--- config.mk ---
export PLATFORM = sky130hd
export DESIGN_NAME = pan_tilt_search_track_controller
export DESIGN_NICKNAME = d
export VERILOG_FILES = /design/src/rtl/ptstc_pkg.sv /design/src/rtl/ptstc_cfg.sv /design/src/rtl/ptstc_front.sv /design/src/rtl/ptstc_core.sv /design/src/rtl/pan_tilt_search_track_controller.sv
export SDC_FILE = /design/constraint.sdc
export NUM_CORES = 1
export LEC_CHECK = 0
export ABC_AREA = 0
export CAP_MARGIN = 15
export CORE_UTILIZATION = 41
export DETAILED_ROUTE_END_ITERATION = 12
export DONT_BUFFER_PORTS = 1
export PLACE_DENSITY_LB_ADDON = 0.05
export SLEW_MARGIN = 20
export SYNTH_ARGS = -nofsm -noshare
export SYNTH_HDL_FRONTEND = slang
export SYNTH_SLANG_ARGS = --single-unit
--- constraint.sdc ---
create_clock -name aclk -period 11.4 [get_ports aclk]
set_input_delay 1.14 -clock aclk [delete_from_list [all_inputs] [get_ports aclk]]
set_output_delay 1.14 -clock aclk [all_outputs]
set_load 0.05 [all_outputs]
--- src/rtl/ptstc_pkg.sv ---
// Package with types and constants shared by the pan/tilt search-and-track controller.
`timescale 1ns / 1ps
`default_nettype none

package ptstc_pkg;

    localparam int PAN_W   = 12;
    localparam int TILT_W  = 10;
    localparam int TICK_W  = 16;
    localparam int PIX_W   = 10;
    localparam int CONF_W  = 8;
    localparam int GAIN_W  = 12;
    localparam int STEP_W  = 8;
    localparam int CORR_W  = 14;
    localparam int SUM_W   = 16;
    localparam int CFG_IDX_W  = 3;
    localparam int CFG_DATA_W = 16;

    // Head geometry in milliradians.
    localparam int PAN_LIMIT_MRAD = 1496;
    localparam int TILT_LOW_MRAD  = 500;
    localparam int TILT_HIGH_MRAD = 700;
    localparam int TILT_STEP_MRAD = 100;

    // Register indexes of the configuration port.
    localparam logic [CFG_IDX_W-1:0] CFG_TIMEOUT    = 3'd0;
    localparam logic [CFG_IDX_W-1:0] CFG_LOST_EXTRA = 3'd1;
    localparam logic [CFG_IDX_W-1:0] CFG_CONF_THR   = 3'd2;
    localparam logic [CFG_IDX_W-1:0] CFG_PAN_GAIN   = 3'd3;
    localparam logic [CFG_IDX_W-1:0] CFG_TILT_GAIN  = 3'd4;
    localparam logic [CFG_IDX_W-1:0] CFG_AIM_X      = 3'd5;
    localparam logic [CFG_IDX_W-1:0] CFG_AIM_Y      = 3'd6;
    localparam logic [CFG_IDX_W-1:0] CFG_PAN_STEP   = 3'd7;

    typedef enum logic [1:0] {
        MODE_SEARCH = 2'd0,
        MODE_TRACK  = 2'd1,
        MODE_LOST   = 2'd2
    } mode_t;

    typedef struct packed {
        logic              kind;
        logic [PIX_W-1:0]  obj_x;
        logic [PIX_W-1:0]  obj_y;
        logic [CONF_W-1:0] confidence;
    } in_t;

    typedef struct packed {
        logic signed [PAN_W-1:0] pan_goal;
        logic [TILT_W-1:0]       tilt_goal;
        logic                    from_search;
        logic [1:0]              mode;
    } out_t;

    typedef struct packed {
        logic [TICK_W-1:0] timeout_ticks;
        logic [TICK_W-1:0] lost_extra_ticks;
        logic [CONF_W-1:0] confidence_threshold;
        logic [GAIN_W-1:0] pan_gain;
        logic [GAIN_W-1:0] tilt_gain;
        logic [PIX_W-1:0]  aim_x;
        logic [PIX_W-1:0]  aim_y;
        logic [STEP_W-1:0] pan_step;
    } cfg_t;

    // One item after the front stage: pixel corrections already rounded to milliradians.
    typedef struct packed {
        logic                     kind;
        logic                     corr_en;
        logic signed [CORR_W-1:0] pan_corr;
        logic signed [CORR_W-1:0] tilt_corr;
    } item_t;

endpackage

`default_nettype wire

--- src/rtl/ptstc_cfg.sv ---
// Configuration register bank of the pan/tilt controller.
`timescale 1ns / 1ps
`default_nettype none

module ptstc_cfg
    import ptstc_pkg::*;
(
    input  wire logic                  aclk,
    input  wire logic                  aresetn,
    input  wire logic                  cfg_valid,
    output logic                       cfg_ready,
    input  wire logic [CFG_IDX_W-1:0]  cfg_index,
    input  wire logic [CFG_DATA_W-1:0] cfg_data,
    output cfg_t                       cfg
);

    cfg_t cfg_reg;

    assign cfg_ready = 1'b1;
    assign cfg       = cfg_reg;

    always_ff @(posedge aclk) begin
        if (!aresetn) begin
            cfg_reg.timeout_ticks        <= TICK_W'(50);
            cfg_reg.lost_extra_ticks     <= TICK_W'(30);
            cfg_reg.confidence_threshold <= CONF_W'(204);
            cfg_reg.pan_gain             <= GAIN_W'(160);
            cfg_reg.tilt_gain            <= GAIN_W'(107);
            cfg_reg.aim_x                <= PIX_W'(320);
            cfg_reg.aim_y                <= PIX_W'(240);
            cfg_reg.pan_step             <= STEP_W'(50);
        end else if (cfg_valid) begin
            case (cfg_index)
                CFG_TIMEOUT:    cfg_reg.timeout_ticks        <= cfg_data[TICK_W-1:0];
                CFG_LOST_EXTRA: cfg_reg.lost_extra_ticks     <= cfg_data[TICK_W-1:0];
                CFG_CONF_THR:   cfg_reg.confidence_threshold <= cfg_data[CONF_W-1:0];
                CFG_PAN_GAIN:   cfg_reg.pan_gain             <= cfg_data[GAIN_W-1:0];
                CFG_TILT_GAIN:  cfg_reg.tilt_gain            <= cfg_data[GAIN_W-1:0];
                CFG_AIM_X:      cfg_reg.aim_x                <= cfg_data[PIX_W-1:0];
                CFG_AIM_Y:      cfg_reg.aim_y                <= cfg_data[PIX_W-1:0];
                CFG_PAN_STEP:   cfg_reg.pan_step             <= cfg_data[STEP_W-1:0];
                default: ;
            endcase
        end
    end

endmodule

`default_nettype wire

--- src/rtl/ptstc_front.sv ---
// Input register stage: takes a transaction and forms the rounded pixel-error corrections.
`timescale 1ns / 1ps
`default_nettype none

module ptstc_front
    import ptstc_pkg::*;
(
    input  wire logic  aclk,
    input  wire logic  aresetn,
    input  wire logic  s_valid,
    output logic       s_ready,
    input  wire in_t   s_data,
    input  wire cfg_t  cfg,
    input  wire logic  advance,
    output logic       item_valid,
    output item_t      item
);

    localparam int ERR_W  = PIX_W + 1;
    localparam int PROD_W = 24;

    logic  valid_reg;
    item_t item_reg;
    item_t item_next;

    logic signed [ERR_W-1:0]  ex;
    logic signed [ERR_W-1:0]  ey;
    logic signed [PROD_W-1:0] pan_prod;
    logic signed [PROD_W-1:0] tilt_prod;
    logic signed [PROD_W-1:0] pan_rnd;
    logic signed [PROD_W-1:0] tilt_rnd;

    always_comb begin
        ex = signed'({1'b0, s_data.obj_x}) - signed'({1'b0, cfg.aim_x});
        ey = signed'({1'b0, s_data.obj_y}) - signed'({1'b0, cfg.aim_y});
        pan_prod  = -(PROD_W'(signed'({1'b0, cfg.pan_gain})) * PROD_W'(ex));
        tilt_prod = PROD_W'(signed'({1'b0, cfg.tilt_gain})) * PROD_W'(ey);
        // Adding half an LSB and shifting right rounds to nearest with halves going up.
        pan_rnd  = pan_prod + PROD_W'(512);
        tilt_rnd = tilt_prod + PROD_W'(512);
        item_next.kind      = s_data.kind;
        item_next.corr_en   = s_data.confidence > cfg.confidence_threshold;
        item_next.pan_corr  = pan_rnd[PROD_W-1:10];
        item_next.tilt_corr = tilt_rnd[PROD_W-1:10];
    end

    assign s_ready    = !valid_reg || advance;
    assign item_valid = valid_reg;
    assign item       = item_reg;

    always_ff @(posedge aclk) begin
        if (!aresetn) begin
            valid_reg <= 1'b0;
        end else if (s_ready) begin
            valid_reg <= s_valid;
        end
    end

    always_ff @(posedge aclk) begin
        if (s_valid && s_ready) begin
            item_reg <= item_next;
        end
    end

endmodule

`default_nettype wire

--- src/rtl/ptstc_core.sv ---
// Mode, sweep and goal state update with the result register.
`timescale 1ns / 1ps
`default_nettype none

module ptstc_core
    import ptstc_pkg::*;
(
    input  wire logic  aclk,
    input  wire logic  aresetn,
    input  wire cfg_t  cfg,
    input  wire logic  item_valid,
    input  wire item_t item,
    output logic       advance,
    output logic       m_valid,
    input  wire logic  m_ready,
    output out_t       m_data
);

    localparam int SP_W = PAN_W + 1;
    localparam int ST_W = TILT_W + 1;

    mode_t                   mode_reg,    mode_next;
    logic [TICK_W-1:0]       ticks_reg,   ticks_next;
    logic signed [PAN_W-1:0] sweep_pan_reg, sweep_pan_next;
    logic [TILT_W-1:0]       sweep_tilt_reg, sweep_tilt_next;
    logic                    rising_reg,  rising_next;
    logic signed [PAN_W-1:0] goal_pan_reg, goal_pan_next;
    logic [TILT_W-1:0]       goal_tilt_reg, goal_tilt_next;
    logic                    m_valid_reg;
    out_t                    m_data_reg;

    logic                    has_result;
    logic                    from_search;
    logic [TICK_W-1:0]       tick_inc;
    logic                    timed_out;
    logic                    lost_done;
    logic signed [SP_W-1:0]  sp_sum;
    logic signed [PAN_W-1:0] sw_pan;
    logic                    sw_rising;
    logic                    at_end;
    logic [ST_W-1:0]         st_sum;
    logic [TILT_W-1:0]       sw_tilt;
    logic signed [SUM_W-1:0] pan_sum;
    logic signed [SUM_W-1:0] tilt_sum;
    logic signed [PAN_W-1:0] pan_clamped;
    logic [TILT_W-1:0]       tilt_clamped;

    always_comb begin
        tick_inc  = (ticks_reg != '1) ? ticks_reg + TICK_W'(1) : ticks_reg;
        timed_out = tick_inc > cfg.timeout_ticks;
        lost_done = {1'b0, tick_inc} >
                    ({1'b0, cfg.timeout_ticks} + {1'b0, cfg.lost_extra_ticks});

        // One step of the back-and-forth sweep; an end of travel flips direction and steps the tilt.
        if (rising_reg) begin
            sp_sum = SP_W'(sweep_pan_reg) + SP_W'({1'b0, cfg.pan_step});
            at_end = sp_sum >= SP_W'(PAN_LIMIT_MRAD);
        end else begin
            sp_sum = SP_W'(sweep_pan_reg) - SP_W'({1'b0, cfg.pan_step});
            at_end = sp_sum <= -SP_W'(PAN_LIMIT_MRAD);
        end
        if (at_end) begin
            sw_pan    = rising_reg ? PAN_W'(PAN_LIMIT_MRAD) : -PAN_W'(PAN_LIMIT_MRAD);
            sw_rising = !rising_reg;
        end else begin
            sw_pan    = sp_sum[PAN_W-1:0];
            sw_rising = rising_reg;
        end
        if (at_end && (sweep_tilt_reg < TILT_W'(TILT_HIGH_MRAD))) begin
            st_sum = {1'b0, sweep_tilt_reg} + ST_W'(TILT_STEP_MRAD);
        end else begin
            st_sum = {1'b0, sweep_tilt_reg};
        end
        sw_tilt = (st_sum >= ST_W'(TILT_HIGH_MRAD)) ? TILT_W'(TILT_LOW_MRAD)
                                                    : st_sum[TILT_W-1:0];

        // Tracking correction added to the last goal, then clamped to the head limits.
        pan_sum  = SUM_W'(goal_pan_reg) + SUM_W'(item.pan_corr);
        tilt_sum = signed'(SUM_W'({1'b0, goal_tilt_reg})) + SUM_W'(item.tilt_corr);
        if (pan_sum > SUM_W'(PAN_LIMIT_MRAD)) begin
            pan_clamped = PAN_W'(PAN_LIMIT_MRAD);
        end else if (pan_sum < -SUM_W'(PAN_LIMIT_MRAD)) begin
            pan_clamped = -PAN_W'(PAN_LIMIT_MRAD);
        end else begin
            pan_clamped = pan_sum[PAN_W-1:0];
        end
        if (tilt_sum > SUM_W'(TILT_HIGH_MRAD)) begin
            tilt_clamped = TILT_W'(TILT_HIGH_MRAD);
        end else if (tilt_sum < SUM_W'(TILT_LOW_MRAD)) begin
            tilt_clamped = TILT_W'(TILT_LOW_MRAD);
        end else begin
            tilt_clamped = tilt_sum[TILT_W-1:0];
        end

        mode_next       = mode_reg;
        ticks_next      = tick_inc;
        sweep_pan_next  = sweep_pan_reg;
        sweep_tilt_next = sweep_tilt_reg;
        rising_next     = rising_reg;
        goal_pan_next   = goal_pan_reg;
        goal_tilt_next  = goal_tilt_reg;
        has_result      = 1'b0;
        from_search     = 1'b0;

        if (item.kind) begin
            ticks_next = '0;
            mode_next  = MODE_TRACK;
            if (item.corr_en) begin
                goal_pan_next  = pan_clamped;
                goal_tilt_next = tilt_clamped;
                has_result     = 1'b1;
            end
        end else begin
            case (mode_reg)
                MODE_TRACK: begin
                    if (timed_out) begin
                        mode_next = MODE_LOST;
                    end
                end
                MODE_LOST: begin
                    if (lost_done) begin
                        mode_next = MODE_SEARCH;
                    end
                end
                default: begin
                    mode_next = MODE_SEARCH;
                    if (timed_out) begin
                        sweep_pan_next  = sw_pan;
                        sweep_tilt_next = sw_tilt;
                        rising_next     = sw_rising;
                        goal_pan_next   = sw_pan;
                        goal_tilt_next  = sw_tilt;
                        has_result      = 1'b1;
                        from_search     = 1'b1;
                    end
                end
            endcase
        end
    end

    // An item that yields no result never waits on the result register.
    assign advance = item_valid && (!has_result || !m_valid_reg || m_ready);
    assign m_valid = m_valid_reg;
    assign m_data  = m_data_reg;

    always_ff @(posedge aclk) begin
        if (!aresetn) begin
            mode_reg       <= MODE_SEARCH;
            ticks_reg      <= '0;
            sweep_pan_reg  <= -PAN_W'(PAN_LIMIT_MRAD);
            sweep_tilt_reg <= TILT_W'(TILT_LOW_MRAD);
            rising_reg     <= 1'b1;
            goal_pan_reg   <= '0;
            goal_tilt_reg  <= TILT_W'(TILT_LOW_MRAD);
            m_valid_reg    <= 1'b0;
        end else begin
            if (advance) begin
                mode_reg       <= mode_next;
                ticks_reg      <= ticks_next;
                sweep_pan_reg  <= sweep_pan_next;
                sweep_tilt_reg <= sweep_tilt_next;
                rising_reg     <= rising_next;
                goal_pan_reg   <= goal_pan_next;
                goal_tilt_reg  <= goal_tilt_next;
            end
            if (advance && has_result) begin
                m_valid_reg <= 1'b1;
            end else if (m_ready) begin
                m_valid_reg <= 1'b0;
            end
        end
    end

    always_ff @(posedge aclk) begin
        if (advance && has_result) begin
            m_data_reg.pan_goal    <= goal_pan_next;
            m_data_reg.tilt_goal   <= goal_tilt_next;
            m_data_reg.from_search <= from_search;
            m_data_reg.mode        <= mode_next;
        end
    end

endmodule

`default_nettype wire

--- src/rtl/pan_tilt_search_track_controller.sv ---
// Pan/tilt search-and-track controller: top level.
// Usage: each s_ transaction is a tick (kind 0) or a detection (kind 1) with pixel
// position and confidence. The block keeps a searching, tracking or lost mode and a tick
// counter; search ticks past the timeout step a pan sweep, confident detections add a
// rounded proportional correction to the last goal. Each item yields zero or one m_
// transaction carrying pan and tilt goals in milliradians, the source and the new mode.
// Configuration writes on cfg_ are always taken (cfg_ready is high) and must be issued
// only while no item is in flight.
// On acceptance the gain multiplications run on the incoming transaction and the input
// register takes the rounded corrections; the state update then loads the result
// register, which is held off while a full result register waits on m_ready. Throughput
// is one item per cycle unless that result register stalls, set by the single
// state-update stage whose goal and sweep registers feed back each cycle.
// Reset (aresetn low, synchronous) restores the register defaults, searching mode, a
// zero tick counter, the sweep at the negative pan limit and lowest tilt.
// When m_ready is low the result register holds; items that produce no result still
// pass, and input is stalled only when a result-producing item finds it full.
`timescale 1ns / 1ps
`default_nettype none

module pan_tilt_search_track_controller
    import ptstc_pkg::*;
(
    input  wire logic                  aclk,
    input  wire logic                  aresetn,
    input  wire logic                  s_valid,
    output logic                       s_ready,
    input  wire in_t                   s_data,
    output logic                       m_valid,
    input  wire logic                  m_ready,
    output out_t                       m_data,
    input  wire logic                  cfg_valid,
    output logic                       cfg_ready,
    input  wire logic [CFG_IDX_W-1:0]  cfg_index,
    input  wire logic [CFG_DATA_W-1:0] cfg_data
);

    cfg_t  cfg;
    item_t item;
    logic  item_valid;
    logic  advance;

    ptstc_cfg u_cfg (
        .aclk      (aclk),
        .aresetn   (aresetn),
        .cfg_valid (cfg_valid),
        .cfg_ready (cfg_ready),
        .cfg_index (cfg_index),
        .cfg_data  (cfg_data),
        .cfg       (cfg)
    );

    ptstc_front u_front (
        .aclk       (aclk),
        .aresetn    (aresetn),
        .s_valid    (s_valid),
        .s_ready    (s_ready),
        .s_data     (s_data),
        .cfg        (cfg),
        .advance    (advance),
        .item_valid (item_valid),
        .item       (item)
    );

    ptstc_core u_core (
        .aclk       (aclk),
        .aresetn    (aresetn),
        .cfg        (cfg),
        .item_valid (item_valid),
        .item       (item),
        .advance    (advance),
        .m_valid    (m_valid),
        .m_ready    (m_ready),
        .m_data     (m_data)
    );

endmodule

`default_nettype wire
==> impl_metrics.json, run 1 <==
{
  "criticalPathCategory": "input pin to flip-flop",
  "netlist_area_um2": 22600,
  "setup_viol": 0,
  "largest_reg_flops": 92,
  "grt_pass1_vias": 17755,
  "rows": 85,
  "fin_cells": 3364,
  "drive_gt1_frac": 0.0390,
  "p_leak_nw": 10.7,
  "worstPathArrival_ns": 9.07,
  "status": "finished, final reports clean",
  "yosysWarnings": 0,
  "synth_area_leaders": "fa_1, ha_1, dfxtp_1, edfxtp_1, inv_1",
  "pwr-share-comb": 0.577,
  "grt_max_degree": 72,
  "ant_nets": 0,
  "synth_ff_type": "dfxtp_1",
  "place_inst": 3312,
  "clkPwrFrac": 0.197,
  "cts_tree": "yes",
  "syn_avg_cell_area_um2": 8.29,
  "worst_slew_pin_slew_ns": 1.14,
  "syn_to_final_growth_pct": 6.37,
  "vias_per_cell": 5.35,
  "finalMaxSlewViolations": 0,
  "wirelength_um": 62500,
  "start_util": 0.417,
  "setup_tns_ns": 0,
  "cts_buffer_depth": 3,
  "critPathCaptureType": "flip-flop",
  "fmax_mhz": 114,
  "cts_root_buffer": "clkbuf_16",
  "drtPass1Iterations": 6,
  "grt_pass1_wl_um": 99100,
  "power_frac_seq": 0.226,
  "num_vias": 17987,
  "die_area_um2": 56000,
  "fin_skew_ns": 0.0156,
  "synthArstFlopShare": 0,
  "synthesis.instances": 2721,
  "port-buffer-count": 0,
  "cts.repair.resized": 0,
  "ys_seq_elements": 212,
  "place_congestion": 0.892,
  "hold_path_class": "flip-flop to flip-flop",
  "cpMostUsedCell": "fa_1",
  "slew_headroom": 0.237,
  "layout_min_cycle_time_ns": 8.77,
  "seq_area_frac_synth": 0.212,
  "peakVddDrop_mv": 0.139,
  "grt_antenna_before_repair": 0,
  "grt_overflow": 0,
  "diodes": 0,
  "htreeDepth": 1,
  "crit_required_ns": 11.71,
  "drt_iter0_drc": 1076,
  "powerDensity_nw_per_um2": 182,
  "period_share": 0.769,
  "slowest_delay_ns": 0.54,
  "final_core_util": 0.443,
  "wl_per_cell_um": 18.6,
  "drc_errors": 0,
  "clock_sinks": 212,
  "synth_cell_types": 88,
  "grt_usage": 0.223,
  "crit_fanout": 13,
  "cts_made_buffers": 28,
  "rsz0062_at_grt": "no",
  "power.switching_w": 0.00184,
  "yosysTopAreaCellShare": 0.168,
  "yosysTopAreaCell": "fa_1",
  "cp_slowest_cell": "fa_1",
  "cp-start-kind": "input pin",
  "clk_pin_slew_worst_paths_ns": 0.05,
  "core_um2": 54100,
  "insertion_delay_ns": 0.57,
  "die_w_um": 237,
  "swShare": 0.420,
  "hold_viol_final": 0,
  "n_fill_cell": 5399,
  "holdBufCountCts": 0,
  "hpwlAfterDp_um": 48400,
  "cts_setup_buffers": 0,
  "synth_edf_count": 55,
  "synth_nets": 3229,
  "io_pins": 81,
  "maxCapViolCount": 0,
  "die_h_um": 237,
  "nNetsFinal": 3154,
  "p_int_w": 0.00254
}
## synthesized netlist by cell type, drive strengths merged (20+ instances only)
library cell	number
o21ai	100
nor2b	38
o211ai	28
nor3	35
nand3	57
and3	24
a21o	26
fa	189
o21a	32
a31oi	20
nand2	378
and2	128
inv	386
xnor2	69
edfxtp	55
ha	266
nor2	138
a21oi	183
xor2	34
clkbuf	113
nand2b	35
dfxtp	157
## layout make-up
class | instances | area (um2) | share of cell area
Clock buffer | 43 | 818 | 0.0341
Clock inverter | 9 | 75.1 | 0.00313
Inverter | 386 | 1450 | 0.0604
Multi-Input combinational cell | 2000 | 15900 | 0.661
Sequential cell | 212 | 4790 | 0.200
Tap cell | 696 | 871 | 0.0363
Timing Repair Buffer | 18 | 135 | 0.00563
## critical path: cells and delay by family
family | cells | cell delay, ns
buf+inv | 5 | 0.25
simple gates | 6 | 1.17
xor+xnor | 1 | 0.07
compound gates | 12 | 3.03
fa+ha+maj | 8 | 3.40
## power by group through the flow
stage,registers (W),logic (W),clock network (W)
6_report,0.000988,0.00252,0.000864
5_1_grt,0.000995,0.00291,0.000922
4_1_cts,0.000988,0.00255,0.000887
3_5_place_dp,0.00100,0.00253,0
3_3_place_gp,0.00100,0.00248,0
2_1_floorplan,0.000980,0.00199,0
## placed cells by master, fill, tap and decap left out, types with 15 or more instances in the layout
master	Yosys	layout
a211oi_1	15	15
and3_1	24	24
nor2_1	138	135
xor2_1	34	33
fa_1	189	189
a21oi_1	183	183
nor2b_1	38	38
nand3_1	57	57
dfxtp_1	157	157
nand2_1	378	378
and2_1	127	127
xnor2_1	69	69
nor3_1	35	33
inv_1	386	385
nand2b_1	35	35
clkbuf_16	0	29
buf_4	1	18
a31oi_1	20	20
o211ai_1	27	27
ha_1	266	266
nand4_1	17	17
o21a_1	32	32
edfxtp_1	55	55
a21o_1	26	26
o21ai_0	99	99
## logic make-up (layout without fill, tap and decap cells)
group / Yosys count / count (layout) / share of synthesized area
flops: 212 / 212 / 0.212
mux: 13 / 13 / 0.00604
other cells: 1 / 1 / 0.000166
xor+xnor: 103 / 103 / 0.0400
buf+inv: 509 / 456 / 0.0861
fa+ha+maj: 455 / 455 / 0.315
simple gates: 902 / 902 / 0.190
compound gates: 526 / 526 / 0.150
## worst paths after layout
path            startpoint               end  slack, ns  depth (start not counted)
max              s_data[8]  u_front.item[13]       2.63                         32
min          u_cfg.cfg[23]     u_cfg.cfg[23]       0.45                          2
max reg2reg   u_cfg.cfg[8]  u_front.item[13]       2.91                         31
min reg2reg  u_cfg.cfg[23]     u_cfg.cfg[23]       0.45                          2
## stage by stage
stage                     hold slack (ns)  total power, W  area, um2  worst slack [ns]
final                               0.454         0.00438      24000              2.63
after floorplan                     0.436         0.00297      22600              2.77
after global routing                0.475         0.00482      24000              1.87
after global placement              0.446         0.00349      23100              2.22
after CTS                           0.458         0.00442      24000              2.64
after detailed placement            0.450         0.00353      23100              2.09
## per-layer routing
metal  global-route usage  part of all wire  vias to the layer above
met5                    0                 0                        -
met4               0.0476             0.017                        0
met3               0.0290             0.046                       59
met2                0.364              0.45                      346
met1                0.313              0.48                     8689
li1                     -                 -                     8893
Power figures use the tool's default switching activity.
==> run 2, diff against run 1 <==
ABC_AREA = 1   (was 0)
clock period = 8 ns   (was 11.4 ns; I/O delays follow)
==> impl_metrics.json, run 2 <==
{
  "crit_fanout": 10,
  "cts_made_buffers": 28,
  "yosysTopAreaCell": "fa_1",
  "cts.repair.resized": 0,
  "final_cell_mix": "inv_1, nand2_1, ha_1",
  "slowest_delay_ns": 0.53,
  "grt_pass1_vias": 18309,
  "core_um2": 53800,
  "nNetsFinal": 3438,
  "cp-start-kind": "flip-flop",
  "ys_seq_elements": 212,
  "port-buffer-count": 0,
  "drive_gt1_frac": 0.0440,
  "critPathCaptureType": "flip-flop",
  "cts_buffer_depth": 3,
  "io_pins": 81,
  "synth_edf_count": 55,
  "hold_path_class": "input pin to flip-flop",
  "cp_slowest_cell": "fa_1",
  "synth_area_leaders": "fa_1, ha_1, dfxtp_1, inv_1, nand2_1",
  "insertion_delay_ns": 0.56,
  "layout_min_cycle_time_ns": 7.28,
  "criticalPathCategory": "flip-flop to flip-flop",
  "syn_to_final_growth_pct": 7.76,
  "synthTopCellsByCount": "inv_1, nand2_1, ha_1",
  "die_w_um": 236,
  "wl_per_cell_um": 17.1,
  "grt_overflow": 0,
  "slew_headroom": 0.311,
  "grt_usage": 0.226,
  "status": "finished, final reports clean",
  "cts_root_buffer": "clkbuf_16",
  "r2r-end": "u_front.item[13]",
  "clkPwrFrac": 0.181,
  "largest_reg_flops": 92,
  "wirelength_um": 62500,
  "fin_skew_ns": 0.0166,
  "final_core_util": 0.448,
  "hpwlAfterDp_um": 50300,
  "yosysMostFrequentCell": "inv_1",
  "synthArstFlopShare": 0,
  "r2r-start": "u_cfg.cfg[10]",
  "peakVddDrop_mv": 0.231,
  "power.switching_w": 0.00328,
  "min_to": "u_front.item[29]",
  "wl_met1_um": 30000,
  "synthesis.instances": 2951,
  "cpMostUsedCell": "inv_1",
  "vias_per_cell": 5.07,
  "netlist_area_um2": 22400,
  "wl_met3_um": 3770,
  "clk_pin_slew_worst_paths_ns": 0.06,
  "grt_pass1_wl_um": 99400,
  "yosysTopAreaCellShare": 0.169,
  "maxCapViolCount": 0,
  "start_util": 0.415,
  "die_area_um2": 55500,
  "fin_cells": 3648,
  "seq_area_frac_synth": 0.214,
  "crit_required_ns": 8.30,
  "yosysWarnings": 0,
  "min_from": "s_data[28]",
  "grt_antenna_before_repair": 2,
  "worstPathArrival_ns": 7.58,
  "powerDensity_nw_per_um2": 305,
  "cts_tree": "yes",
  "syn_avg_cell_area_um2": 7.58,
  "setup_tns_ns": 0,
  "mostFrequentLayoutCell": "inv_1",
  "drt_iter0_drc": 1102,
  "worstPathBufferInverterCount": 11,
  "setup_viol": 0,
  "place_inst": 3596,
  "htreeDepth": 1,
  "grt_max_degree": 117,
  "highest_layer": "met4",
  "drc_errors": 0,
  "p_int_w": 0.00408,
  "hold_viol_final": 0,
  "p_leak_nw": 12.0,
  "worst_slew_pin_slew_ns": 1.03,
  "die_h_um": 236,
  "period_share": 0.910,
  "synth_ff_type": "dfxtp_1",
  "num_vias": 18485,
  "swShare": 0.445,
  "rows": 85,
  "total_power_w": 0.00736,
  "synth_nets": 3459,
  "fmax_mhz": 137,
  "synth_cell_types": 55,
  "cts_setup_buffers": 0,
  "holdBufCountCts": 0,
  "met2_length_um": 27500,
  "finalMaxSlewViolations": 0,
  "crit_family": "adder cells",
  "hold_depth": 0,
  "r2r_slack_ns": 0.72,
  "power_frac_seq": 0.206,
  "rsz0062_at_grt": "no",
  "r2r_cells": 37,
  "place_congestion": 0.903,
  "pwr-share-comb": 0.613,
  "clock_sinks": 212,
  "ant_nets": 0,
  "drtPass1Iterations": 5,
  "diodes": 0
}
[run 2: cell count changes after synthesis, sizes merged, moves of 24 or more]
| cell | previous run | this run |
|---|---|---|
| o21a | 32 | 8 |
| clkbuf | 113 | 64 |
| o21ai | 100 | 179 |
| nand2b | 35 | 0 |
| inv | 386 | 611 |
| nor2 | 138 | 257 |
| nand2 | 378 | 542 |
| xnor2 | 69 | 21 |
| a21oi | 183 | 260 |
| xor2 | 34 | 70 |
| and2 | 128 | 2 |
| nor2b | 38 | 0 |
[run 2: worst max path at each step]
stage	startpoint	end	slack (ns)	cells after the start
after floorplan	s_data[8]	u_front.item[13]	0.64	34
after global placement	s_data[8]	u_front.item[13]	0.40	39
after detailed placement	s_data[10]	u_front.item[13]	0.23	36
after CTS	u_cfg.cfg[10]	u_front.item[13]	0.64	37
after global routing	u_cfg.cfg[10]	u_front.item[13]	0.12	37
final	u_cfg.cfg[10]	u_front.item[13]	0.72	37
[run 2: through the flow]
step / hold slack (ns) / cell area, um2 / setup slack (ns)
after floorplan: 0.415 / 22400 / 0.637
after global placement: 0.424 / 23100 / 0.397
after detailed placement: 0.430 / 23100 / 0.230
after CTS: 0.303 / 24100 / 0.644
after global routing: 0.306 / 24100 / 0.117
final: 0.334 / 24100 / 0.717
[run 2: logic make-up after synthesis]
kind of cell,synth area share
other cells,0.000168
flops,0.214
buf+inv,0.118
compound gates,0.135
fa+ha+maj,0.318
xor+xnor,0.0360
simple gates,0.178
[run 2: layer usage]
metal	up-vias	GRT usage
li1	9310	-
met1	8683	0.320
met2	423	0.361
met3	69	0.0348
met4	0	0.0487
met5	-	0
[run 2: layout make-up]
class	count	area [um2]
clock inverters	6	82.6
inverters	617	2320
repair buffers	25	188
multi-input cells	2046	14900
clock buffers	46	911
well taps	696	871
fillers	5459	29700
flip-flops and latches	212	4790
[run 2: power by group through the flow]
stage	registers (W)	clock network, W	logic [W]
4_1_cts	0.00152	0.00136	0.00456
3_5_place_dp	0.00154	0	0.00452
6_report	0.00152	0.00133	0.00451
2_1_floorplan	0.00150	0	0.00341
5_1_grt	0.00153	0.00141	0.00520
3_3_place_gp	0.00154	0	0.00446
